--- config.mk ---
export PLATFORM = sky130hd
export DESIGN_NAME = note_voice_allocator_top_flat
export DESIGN_NICKNAME = d
export VERILOG_FILES = /design/src/sv/nva_pkg.sv /design/src/sv/nva_if.sv /design/src/sv/note_voice_allocator_top.sv /design/src/flat_wrapper.sv
export SDC_FILE = /design/constraint.sdc
export NUM_CORES = 1
export LEC_CHECK = 0
export BUFFER_PORTS_ARGS = -buffer_cell sky130_fd_sc_hd__buf_2
export CAP_MARGIN = 20
export CORE_MARGIN = 4
export CORE_UTILIZATION = 25
export DETAILED_ROUTE_END_ITERATION = 8
export HOLD_SLACK_MARGIN = 0.15
export PLACE_DENSITY_LB_ADDON = 0.12
export SLEW_MARGIN = 20
export SYNTH_ARGS = -nofsm -noshare
export SYNTH_HDL_FRONTEND = slang
export SYNTH_SLANG_ARGS = --single-unit
--- constraint.sdc ---
create_clock -name clk -period 4.2 [get_ports clk]
set_input_delay 0.42 -clock clk [delete_from_list [all_inputs] [get_ports clk]]
set_output_delay 0.42 -clock clk [all_outputs]
set_load 0.005 [all_outputs]
--- src/sv/nva_pkg.sv ---
package nva_pkg;

  localparam int unsigned MODE_W    = 1;
  localparam int unsigned CHANNEL_W = 4;
  localparam int unsigned NOTE_W    = 7;
  localparam int unsigned VOICE_W   = 3;
  localparam int unsigned ACTION_W  = 3;
  localparam int unsigned ACTIVE_W  = 4;

  localparam int unsigned CFG_ADDR_W = 3;
  localparam int unsigned CFG_DATA_W = 32;

  // register word indexes
  localparam logic REG_ACTIVE_VOICES = 1'b0;

  localparam logic [ACTIVE_W-1:0] ACTIVE_RESET = 4'd8;

  localparam logic [MODE_W-1:0] MODE_OFF = 1'b0;
  localparam logic [MODE_W-1:0] MODE_ON  = 1'b1;

  localparam logic [ACTION_W-1:0] ACT_STARTED     = 3'd0;
  localparam logic [ACTION_W-1:0] ACT_STOPPED     = 3'd1;
  localparam logic [ACTION_W-1:0] ACT_ALREADY     = 3'd2;
  localparam logic [ACTION_W-1:0] ACT_NOT_PLAYING = 3'd3;
  localparam logic [ACTION_W-1:0] ACT_NO_FREE     = 3'd4;

endpackage

--- src/sv/nva_if.sv ---
interface nva_in_if
  import nva_pkg::*;
();
  logic                 valid;
  logic                 ready;
  logic [MODE_W-1:0]    mode;
  logic [CHANNEL_W-1:0] channel;
  logic [NOTE_W-1:0]    note;

  modport source (output valid, output mode, output channel, output note, input ready);
  modport sink   (input valid, input mode, input channel, input note, output ready);
endinterface

interface nva_out_if
  import nva_pkg::*;
();
  logic                valid;
  logic                ready;
  logic [VOICE_W-1:0]  voice;
  logic [NOTE_W-1:0]   note_out;
  logic [ACTION_W-1:0] action;

  modport source (output valid, output voice, output note_out, output action, input ready);
  modport sink   (input valid, input voice, input note_out, input action, output ready);
endinterface

--- src/sv/note_voice_allocator_top.sv ---
// note voice allocator
//
// in_chan takes note events (mode, channel, note), one beat per event; out_chan
// gives one result beat per event: voice index, note and action code.
// cfg_* is an APB-style port holding active_voices at address 0.
//
// channel/note of each voice sit in a one-port-read synchronous memory; the busy
// flags sit in flops. an event scans the first n voices, one memory read per
// cycle, where n is active_voices capped at VOICES. the scan also records the
// lowest free voice, then the decide step loads the output register and, for a
// started voice, writes the memory. a new event is accepted only after the
// previous one has passed its decide step.
//
// reset frees every voice and sets active_voices to 8. a stalled receiver
// leaves the result in the output register; the next event is still accepted
// and scanned, and only its decide step waits until the register is taken.
module note_voice_allocator_top
  import nva_pkg::*;
#(
  parameter int unsigned VOICES = 8
) (
  input  logic                  clk,
  input  logic                  rst_n,
  nva_in_if.sink                in_chan,
  nva_out_if.source             out_chan,
  input  logic                  cfg_psel,
  input  logic                  cfg_penable,
  input  logic                  cfg_pwrite,
  input  logic [CFG_ADDR_W-1:0] cfg_paddr,
  input  logic [CFG_DATA_W-1:0] cfg_pwdata,
  output logic [CFG_DATA_W-1:0] cfg_prdata,
  output logic                  cfg_pready
);

  localparam int unsigned VW = (VOICES > 1) ? $clog2(VOICES) : 1;
  localparam int unsigned CW = $clog2(VOICES + 1);
  localparam int unsigned EW = CHANNEL_W + NOTE_W;
  localparam logic [6:0]  VOICES_W7 = 7'(VOICES);

  typedef enum logic [2:0] {
    S_IDLE   = 3'b001,
    S_SCAN   = 3'b010,
    S_DECIDE = 3'b100
  } state_t;

  state_t                state_r, state_nxt;
  logic [ACTIVE_W-1:0]   active_r;
  logic [VOICES-1:0]     busy_r, busy_nxt;
  logic [MODE_W-1:0]     mode_r;
  logic [CHANNEL_W-1:0]  ch_r;
  logic [NOTE_W-1:0]     nt_r;
  logic [CW-1:0]         pool_n_r;
  logic [CW-1:0]         cnt_r;
  logic                  rd_v_r;
  logic [VW-1:0]         rd_idx_r;
  logic [EW-1:0]         rdata_r;
  logic                  hit_r, hit_nxt;
  logic [VW-1:0]         hit_idx_r, hit_idx_nxt;
  logic                  free_v_r, free_nxt;
  logic [VW-1:0]         free_idx_r, free_idx_nxt;
  logic                  out_valid_r, out_valid_nxt;
  logic [VOICE_W-1:0]    out_voice_r;
  logic [NOTE_W-1:0]     out_note_r;
  logic [ACTION_W-1:0]   out_action_r;

  logic [EW-1:0]         mem [VOICES];

  logic                  in_acc, issue, scan_done, out_free, decide;
  logic                  cfg_wr;
  logic [6:0]            act7, pool7;
  logic [VW-1:0]         ch_idx;
  logic                  pref_ok;
  logic                  mem_we;
  logic [VW-1:0]         mem_widx;
  logic [VOICE_W-1:0]    res_voice;
  logic [ACTION_W-1:0]   res_action;

  // configuration
  assign cfg_pready = 1'b1;
  assign cfg_wr     = cfg_psel && cfg_penable && cfg_pwrite && cfg_pready;
  assign cfg_prdata = (cfg_paddr[2] == REG_ACTIVE_VOICES)
                      ? {{(CFG_DATA_W-ACTIVE_W){1'b0}}, active_r} : '0;

  always_ff @(posedge clk) begin
    if (!rst_n) begin
      active_r <= ACTIVE_RESET;
    end else if (cfg_wr && cfg_paddr[2] == REG_ACTIVE_VOICES) begin
      active_r <= cfg_pwdata[ACTIVE_W-1:0];
    end
  end

  assign act7  = {3'b000, active_r};
  assign pool7 = (act7 > VOICES_W7) ? VOICES_W7 : act7;

  // handshakes
  assign in_chan.ready = (state_r == S_IDLE);
  assign in_acc        = in_chan.valid && in_chan.ready;
  assign out_free      = !out_valid_r || out_chan.ready;

  assign out_chan.valid    = out_valid_r;
  assign out_chan.voice    = out_voice_r;
  assign out_chan.note_out = out_note_r;
  assign out_chan.action   = out_action_r;

  // scan control
  assign issue     = (state_r == S_SCAN) && (cnt_r < pool_n_r);
  assign scan_done = (state_r == S_SCAN) && !issue && !rd_v_r;
  assign decide    = (state_r == S_DECIDE) && out_free;

  // compare the entry read last cycle
  always_comb begin
    hit_nxt      = hit_r;
    hit_idx_nxt  = hit_idx_r;
    free_nxt     = free_v_r;
    free_idx_nxt = free_idx_r;
    if (rd_v_r) begin
      if (!hit_r && busy_r[rd_idx_r] && rdata_r == {ch_r, nt_r}) begin
        hit_nxt     = 1'b1;
        hit_idx_nxt = rd_idx_r;
      end
      if (!free_v_r && !busy_r[rd_idx_r]) begin
        free_nxt     = 1'b1;
        free_idx_nxt = rd_idx_r;
      end
    end
  end

  // decision
  assign ch_idx  = VW'(ch_r);
  assign pref_ok = (7'(ch_r) < 7'(pool_n_r)) && !busy_r[ch_idx];

  always_comb begin
    busy_nxt   = busy_r;
    mem_we     = 1'b0;
    mem_widx   = ch_idx;
    res_voice  = '0;
    res_action = ACT_NOT_PLAYING;
    if (mode_r == MODE_ON) begin
      if (hit_r) begin
        res_action = ACT_ALREADY;
      end else if (pref_ok || free_v_r) begin
        mem_widx   = pref_ok ? ch_idx : free_idx_r;
        mem_we     = decide;
        res_voice  = VOICE_W'(mem_widx);
        res_action = ACT_STARTED;
        if (decide) busy_nxt[mem_widx] = 1'b1;
      end else begin
        res_action = ACT_NO_FREE;
      end
    end else begin
      if (hit_r) begin
        res_voice  = VOICE_W'(hit_idx_r);
        res_action = ACT_STOPPED;
        if (decide) busy_nxt[hit_idx_r] = 1'b0;
      end
    end
  end

  always_comb begin
    state_nxt     = state_r;
    out_valid_nxt = out_valid_r;
    if (out_valid_r && out_chan.ready) out_valid_nxt = 1'b0;
    case (state_r)
      S_IDLE: begin
        if (in_acc) state_nxt = S_SCAN;
      end
      S_SCAN: begin
        if (scan_done) state_nxt = S_DECIDE;
      end
      S_DECIDE: begin
        if (decide) begin
          state_nxt     = S_IDLE;
          out_valid_nxt = 1'b1;
        end
      end
      default: state_nxt = S_IDLE;
    endcase
  end

  always_ff @(posedge clk) begin
    if (!rst_n) begin
      state_r     <= S_IDLE;
      busy_r      <= '0;
      out_valid_r <= 1'b0;
      rd_v_r      <= 1'b0;
      cnt_r       <= '0;
      hit_r       <= 1'b0;
      free_v_r    <= 1'b0;
    end else begin
      state_r     <= state_nxt;
      busy_r      <= busy_nxt;
      out_valid_r <= out_valid_nxt;
      rd_v_r      <= issue;
      if (in_acc) begin
        cnt_r    <= '0;
        hit_r    <= 1'b0;
        free_v_r <= 1'b0;
      end else begin
        if (issue) cnt_r <= cnt_r + CW'(1);
        hit_r    <= hit_nxt;
        free_v_r <= free_nxt;
      end
    end
  end

  // payload registers
  always_ff @(posedge clk) begin
    if (in_acc) begin
      mode_r   <= in_chan.mode;
      ch_r     <= in_chan.channel;
      nt_r     <= in_chan.note;
      pool_n_r <= CW'(pool7);
    end
    rd_idx_r   <= cnt_r[VW-1:0];
    hit_idx_r  <= hit_idx_nxt;
    free_idx_r <= free_idx_nxt;
    if (decide) begin
      out_voice_r  <= res_voice;
      out_note_r   <= nt_r;
      out_action_r <= res_action;
    end
  end

  // voice table memory
  always_ff @(posedge clk) begin
    if (mem_we) mem[mem_widx] <= {ch_r, nt_r};
    if (issue) rdata_r <= mem[cnt_r[VW-1:0]];
  end

endmodule

--- src/flat_wrapper.sv ---
// flat-port wrapper written by rule: the top's interface ports become plain ports
module note_voice_allocator_top_flat import nva_pkg::*;
#(
  parameter int unsigned VOICES = 8
)
  (clk, rst_n, cfg_psel, cfg_penable, cfg_pwrite, cfg_paddr, cfg_pwdata, cfg_prdata, cfg_pready, in_chan_valid, in_chan_mode, in_chan_channel, in_chan_note, in_chan_ready, out_chan_valid, out_chan_voice, out_chan_note_out, out_chan_action, out_chan_ready);
  nva_in_if in_chan_i ();
  nva_out_if out_chan_i ();
  input  logic clk;
  input  logic rst_n;
  input  logic cfg_psel;
  input  logic cfg_penable;
  input  logic cfg_pwrite;
  input  logic [CFG_ADDR_W-1:0] cfg_paddr;
  input  logic [CFG_DATA_W-1:0] cfg_pwdata;
  output logic [CFG_DATA_W-1:0] cfg_prdata;
  output logic cfg_pready;
  input wire logic [$bits(in_chan_i.valid)-1:0] in_chan_valid;
  input wire logic [$bits(in_chan_i.mode)-1:0] in_chan_mode;
  input wire logic [$bits(in_chan_i.channel)-1:0] in_chan_channel;
  input wire logic [$bits(in_chan_i.note)-1:0] in_chan_note;
  output wire logic [$bits(in_chan_i.ready)-1:0] in_chan_ready;
  output wire logic [$bits(out_chan_i.valid)-1:0] out_chan_valid;
  output wire logic [$bits(out_chan_i.voice)-1:0] out_chan_voice;
  output wire logic [$bits(out_chan_i.note_out)-1:0] out_chan_note_out;
  output wire logic [$bits(out_chan_i.action)-1:0] out_chan_action;
  input wire logic [$bits(out_chan_i.ready)-1:0] out_chan_ready;
  assign in_chan_i.valid = in_chan_valid;
  assign in_chan_i.mode = in_chan_mode;
  assign in_chan_i.channel = in_chan_channel;
  assign in_chan_i.note = in_chan_note;
  assign in_chan_ready = in_chan_i.ready;
  assign out_chan_valid = out_chan_i.valid;
  assign out_chan_voice = out_chan_i.voice;
  assign out_chan_note_out = out_chan_i.note_out;
  assign out_chan_action = out_chan_i.action;
  assign out_chan_i.ready = out_chan_ready;
  note_voice_allocator_top #(.VOICES(VOICES)) u_core (.clk(clk), .rst_n(rst_n), .in_chan(in_chan_i), .out_chan(out_chan_i), .cfg_psel(cfg_psel), .cfg_penable(cfg_penable), .cfg_pwrite(cfg_pwrite), .cfg_paddr(cfg_paddr), .cfg_pwdata(cfg_pwdata), .cfg_prdata(cfg_prdata), .cfg_pready(cfg_pready));
endmodule
==> reports/metrics.cfg, run 1 <==
[run_status]
outcome = complete, no violations

[synth]
synth_fa_ha_area_frac = 0.0146
synth_edf_count = 134
synth_area_leaders = edfxtp_1 59%, mux4_2 8.2%, dfxtp_1 7.6%
ys.flop_type = edfxtp_1
syn_avg_cell_area_sq_um = 15.9
synth_simple_gate_area_frac = 0.0746
synth_top_area_frac = 0.588
yosysSeqAreaShare = 0.664
synthXorXnorAreaFrac = 0.0166
synth_warnings = 0
synth-async-reset-ratio = 0
synth.cell_area_sq_um = 6840
syn_inst = 430
synth_mux_area_frac = 0.125
synth_top_cell_by_area = edfxtp_1
synth_compound_area_frac = 0.0591
synth_top_family_by_area = multiplexers
synth.distinct_cells = 63
ys_seq_elements = 160

[finish]
final_core_util = 0.301
antenna_cells = 0
final_cell_area_sq_um = 8120
area_growth_pct = 18.7
fin_cells = 853
drive_gt1_frac = 0.279
nets = 561
n_fill_cell = 2676

[pwr]
powerDensity_nw_per_um2 = 436
pwr-share-comb = 0.039
p_int_mw = 2.80
p_total_mw = 3.54
p_leak_nw = 2.76
power_switching_uw = 745
swShare = 0.210
seq_power_share = 0.498
pwr-share-clk = 0.463
irDropWorstVdd_mv = 0.219

[die]
fp.coreArea_sq_um = 27000
die_area_sq_um = 30100
fp-row-count = 60
fp.dieW_um = 173
io_pins = 102
die_h_um = 173
initial_core_util = 0.254

[timing]
slew_viol_final = 0
clock.fmax_mhz = 325
slew_headroom = 0.426
setup_ws_ns = 1.12
hold_ws_ns = 0.173
min_period_ns = 3.08
worst_slew_pin_slew_ns = 0.860
skew_ns = 0.0130
finalSetupViolCount = 0
rsz0062_at_grt = no
fin_crit_sh = 0.734
finalSetupTns_ns = 0
hold_violations = 0

[setup_path]
path_cells = mux2_2, mux4_2, a21oi_4, o21ai_0, a32oi_1, and3_1, buf_4
cp-start-kind = flop
worstPathRequired_ns = 4.30
crit_type = reg2reg
endpoint_kind = flop
worst-path-max-fanout = 11
rr_startpoint = u_core.ch_r[0]
timing.rr.end = u_core.mem[4][10]
critPathSlowestCell = edfxtp_1
regToRegSetupSlack_ns = 1.12
cpPeakStageDelay_ns = 0.56
cp_data_arrival_time_ns = 3.19
reg2reg_depth = 7

[min_path]
hold_depth = 1
min_path_type = in2reg
min_from = in_chan_mode
holdPathEnd = u_core.mode_r

[clocking]
cts_tree = built
htree_levels = 4
clockBufferDepth = 2
clk_pin_slew_ns = 0.07
cts_setup_buffers = 0
hold_buffers = 3
cts_resized = 0
cts_buffers = 17
cts.sink_count = 160
insertion_delay_ns = 0.42
cts_root_buf = clkbuf_16

[drt]
vias = 3707
dr.pass1.iters = 4
drt_iter0_drc = 226
drcViolationCount = 0
ant_nets = 0
vias_per_cell = 4.35
finalWirelength_mm = 15.8
wl_per_cell_um = 18.6

[global_routing]
antenna_found_initial = 0
grt_max_degree = 28
grt_pass1_wl_mm = 23.9
grt_pass1_vias = 3927
track_usage = 0.107
overflow = 0

[placement]
port_buffers = 42
dpl-instance-area_sq_um = 7440
dp_cells = 815
gp_congestion = 0.738
post-place-ws_ns = 1.11
hpwl_mm = 10.3

[run]
maxCapViolCount = 0

area by class of cell:
type	count	area (sq um)	area share
Multi-Input combinational cell	247	2110	0.259
Timing Repair Buffer	64	390	0.0481
Clock inverter	12	180	0.0222
Tap cell	341	427	0.0525
Inverter	9	33.8	0.00416
Sequential cell	160	4550	0.560
Clock buffer	20	437	0.0538
Yosys cell counts (2+ instances only):
| master | instances |
|---|---|
| a21bo_2 | 2 |
| a21boi_0 | 8 |
| a21o_1 | 3 |
| a21oi_1 | 8 |
| a32o_1 | 2 |
| and3_1 | 5 |
| buf_1 | 2 |
| buf_2 | 2 |
| buf_4 | 29 |
| clkbuf_1 | 7 |
| conb_1 | 2 |
| dfxtp_1 | 26 |
| edfxtp_1 | 134 |
| ha_1 | 8 |
| inv_1 | 9 |
| mux2_1 | 2 |
| mux2_2 | 14 |
| mux2i_1 | 8 |
| mux4_2 | 25 |
| nand2_1 | 14 |
| nand2b_1 | 13 |
| nand3_1 | 4 |
| nand3b_1 | 2 |
| nand4_1 | 3 |
| nor2_1 | 14 |
| nor2b_1 | 12 |
| nor3_1 | 8 |
| nor3b_1 | 3 |
| o21a_1 | 2 |
| o21ai_0 | 12 |
| or2_2 | 4 |
| xnor2_1 | 11 |
| xor2_1 | 2 |
state kept, by name, indices dropped and copies added, names as in the netlist, 4 cells and up:
signal,flops
u_core.active_r,4
u_core.busy_r,8
u_core.nt_r,7
u_core.ch_r,4
u_core.rdata_r,11
u_core.mem,88
u_core.out_chan.note_out,7
u_core.cnt_r,4
u_core.pool_n_r,4
metal layers:
layer | share of wire | track usage | vias to the layer above
met4 | 0.012 | 0.0326 | 0
met3 | 0.040 | 0.0284 | 14
met5 | 0 | 0 | -
met1 | 0.45 | 0.138 | 1868
li1 | - | - | 1735
met2 | 0.50 | 0.176 | 90
power groups by stage:
stage / sequential [mW] / combinational, mW / clock [mW]
floorplan: 1.79 / 0.107 / 0
global placement: 1.80 / 0.132 / 0
detailed placement: 1.80 / 0.134 / 0
CTS: 1.76 / 0.137 / 1.69
global route: 1.77 / 0.152 / 1.76
finish: 1.76 / 0.136 / 1.64
cells by family after synthesis:
kind of cell / Yosys count
other: 2
flip-flops: 160
buffers and inverters: 50
XOR/XNOR: 13
AND/OR/NAND/NOR: 91
adder cells (fa/ha/maj): 8
AO/OA/AOI/OAI: 55
multiplexers: 51
cells in the final DEF, fill, tap and decap left out, drive strengths merged, types with 11 or more instances in the layout:
cell	instances
nor2b	12
nand2b	14
mux2	17
inv	12
buf	58
xnor2	11
edfxtp	134
o21ai	12
nand2	14
nor2	14
mux4	25
dfxtp	26
clkbuf	20
conb	29
worst max path at each step:
stage / end / from
6_report: u_core.mem[4][10] / u_core.ch_r[0]
5_1_grt: u_core.mem[4][10] / u_core.ch_r[0]
4_1_cts: u_core.mem[4][10] / u_core.ch_r[0]
3_5_place_dp: u_core.mem[4][3] / u_core.ch_r[0]
3_3_place_gp: u_core.mem[5][3] / u_core.ch_r[0]
2_1_floorplan: u_core.mem[2][0] / u_core.state_r[2]
worst max-delay path, delay by kind of cell, from the launching register on:
family	cells	cell delay, ns
AOI/OAI and AO/OA	3	0.83
buffers and inverters	1	0.24
DFF	1	0.56
muxes	2	0.90
and+or+nand+nor	1	0.22
No activity file was read; power rests on OpenSTA's default activity.
==> run 2, diff against run 1 <==
- clock period: 4.2 -> 3.1 ns (I/O delays scaled with it)
==> run 2 against run 1 <==
Die area is the same. Wire length shrank 1.3%. Sequential cell count is the same. Clock power grew 26%. Utilization grew 0.83 points. Critical endpoint is now u_core.mem[3][1]. Largest power group unchanged.
==> reports/metrics.cfg, run 2 (synthesis results as in run 1) <==
[drt]
wl_per_cell_um = 17.9
vias_per_cell = 4.28
vias = 3739
finalWirelength_mm = 15.6
dr.pass1.iters = 4
drcViolationCount = 0
drt_iter0_drc = 192
ant_nets = 0

[global_routing]
grt_max_degree = 27
grt_pass1_vias = 3971
overflow = 0
grt_pass1_wl_mm = 24.3
antenna_found_initial = 0
track_usage = 0.108

[pwr]
pwr-share-comb = 0.046
p_int_mw = 3.53
p_total_mw = 4.66
powerDensity_nw_per_um2 = 558
pwr-share-clk = 0.442
seq_power_share = 0.512
swShare = 0.243
irDropWorstVdd_mv = 0.283
power_switching_mw = 1.13
p_leak_nw = 2.86

[timing]
hold_ws_ns = 0.186
worst_slew_pin_slew_ns = 0.556
slew_headroom = 0.626
finalSetupTns_ns = 0
fin_crit_sh = 0.950
skew_ns = 0.0110
slew_viol_final = 0
finalSetupViolCount = 0
hold_violations = 0
min_period_ns = 2.95
rsz0062_at_grt = no
setup_ws_ns = 0.155
clock.fmax_mhz = 340

[clocking]
clk_pin_slew_ns = 0.07
htree_levels = 4
cts_root_buf = clkbuf_16
insertion_delay_ns = 0.43
cts_buffers = 17
clockBufferDepth = 2
cts.sink_count = 160
cts_tree = built

[finish]
regMostFlops = u_core.mem
nets = 582
final_cell_mix = 134 x edfxtp_1, 42 x buf_2, 29 x conb_1
drive_gt1_frac = 0.304
area_growth_pct = 22.0
antenna_cells = 0
largest_reg_flops = 88
top_regs = u_core.mem x88, u_core.rdata_r x11, u_core.busy_r x8
final_common_cell = edfxtp_1

[die]
fp.coreArea_sq_um = 27000
initial_core_util = 0.254
io_pins = 102
fp.dieW_um = 173
die_h_um = 173
die_area_sq_um = 30100
fp-row-count = 60

[placement]
gp_congestion = 0.791
port_buffers = 42
hpwl_mm = 10.5
post-place-ws_ns = 0.133

[setup_path]
worst-path-max-fanout = 6
regToRegSetupSlack_ns = 0.15
cp-start-kind = flop
cp_data_arrival_time_ns = 3.08
endpoint_kind = flop
crit_type = reg2reg
worstPathRequired_ns = 3.23

[run]
maxCapViolCount = 0

[min_path]
min_path_type = in2reg

[run_status]
outcome = complete, no violations

## run 2: path summary, 6_finish.rpt
| check | from | cells after the start | end |
|---|---|---|---|
| max | u_core.ch_r[0] | 8 | u_core.mem[3][1] |
| min | in_chan_valid | 3 | u_core.state_r[1] |
| max reg2reg | u_core.ch_r[0] | 8 | u_core.mem[3][1] |
| min reg2reg | u_core.busy_r[5] | 2 | u_core.busy_r[5] |
## run 2: per-layer routing
| layer | track usage | wire (um) | vias to the layer above | share of wire |
|---|---|---|---|---|
| met2 | 0.177 | 7510 | 86 | 0.48 |
| met1 | 0.143 | 7370 | 1851 | 0.47 |
| li1 | - | - | 1782 | - |
| met3 | 0.0192 | 482 | 20 | 0.031 |
| met4 | 0.0399 | 267 | 0 | 0.017 |
| met5 | 0 | 0 | - | 0 |
## run 2: power by group through the flow
stage | clock (mW) | combinational [mW] | sequential (mW)
2_1_floorplan | 0 | 0.147 | 2.42
4_1_cts | 2.12 | 0.218 | 2.39
6_report | 2.06 | 0.215 | 2.38
5_1_grt | 2.21 | 0.241 | 2.39
3_3_place_gp | 0 | 0.200 | 2.43
3_5_place_dp | 0 | 0.202 | 2.43
## run 2: cell type report
cell class	instances	area, sq um
well taps	341	427
flip-flops and latches	160	4550
multi-input cells	247	2130
clock buffers	17	425
repair buffers	85	623
inverters	9	33.8
clock inverters	15	163
fillers	2625	18600
## run 2: through the flow
stage | cell area [sq um] | std cells | utilization
floorplan | 6960 | 457 | -
global placement | 7600 | 826 | 0.282
detailed placement | 7600 | 826 | 0.282
CTS | 8340 | 874 | 0.310
global route | 8340 | 874 | 0.310
finish | 8340 | 874 | 0.310
## run 2: repair_timing
| action | CTS | global route |
|---|---|---|
| gates resized for setup | 0 | 0 |
| hold buffers | 16 | 0 |
| hold endpoints to repair | 16 | 0 |
| endpoints found under the setup margin | 0 | 0 |
| setup buffers | 0 | 0 |
## run 2: critical path, stage by stage (launching register included)
cell and delay [ns]:
edfxtp_1 0.53, mux2_1 0.40, mux4_2 0.51, a21o_2 0.26, o21ai_0 0.12, a32oi_1 0.20
buf_4 0.20, nor3_2 0.22, buf_4 0.21
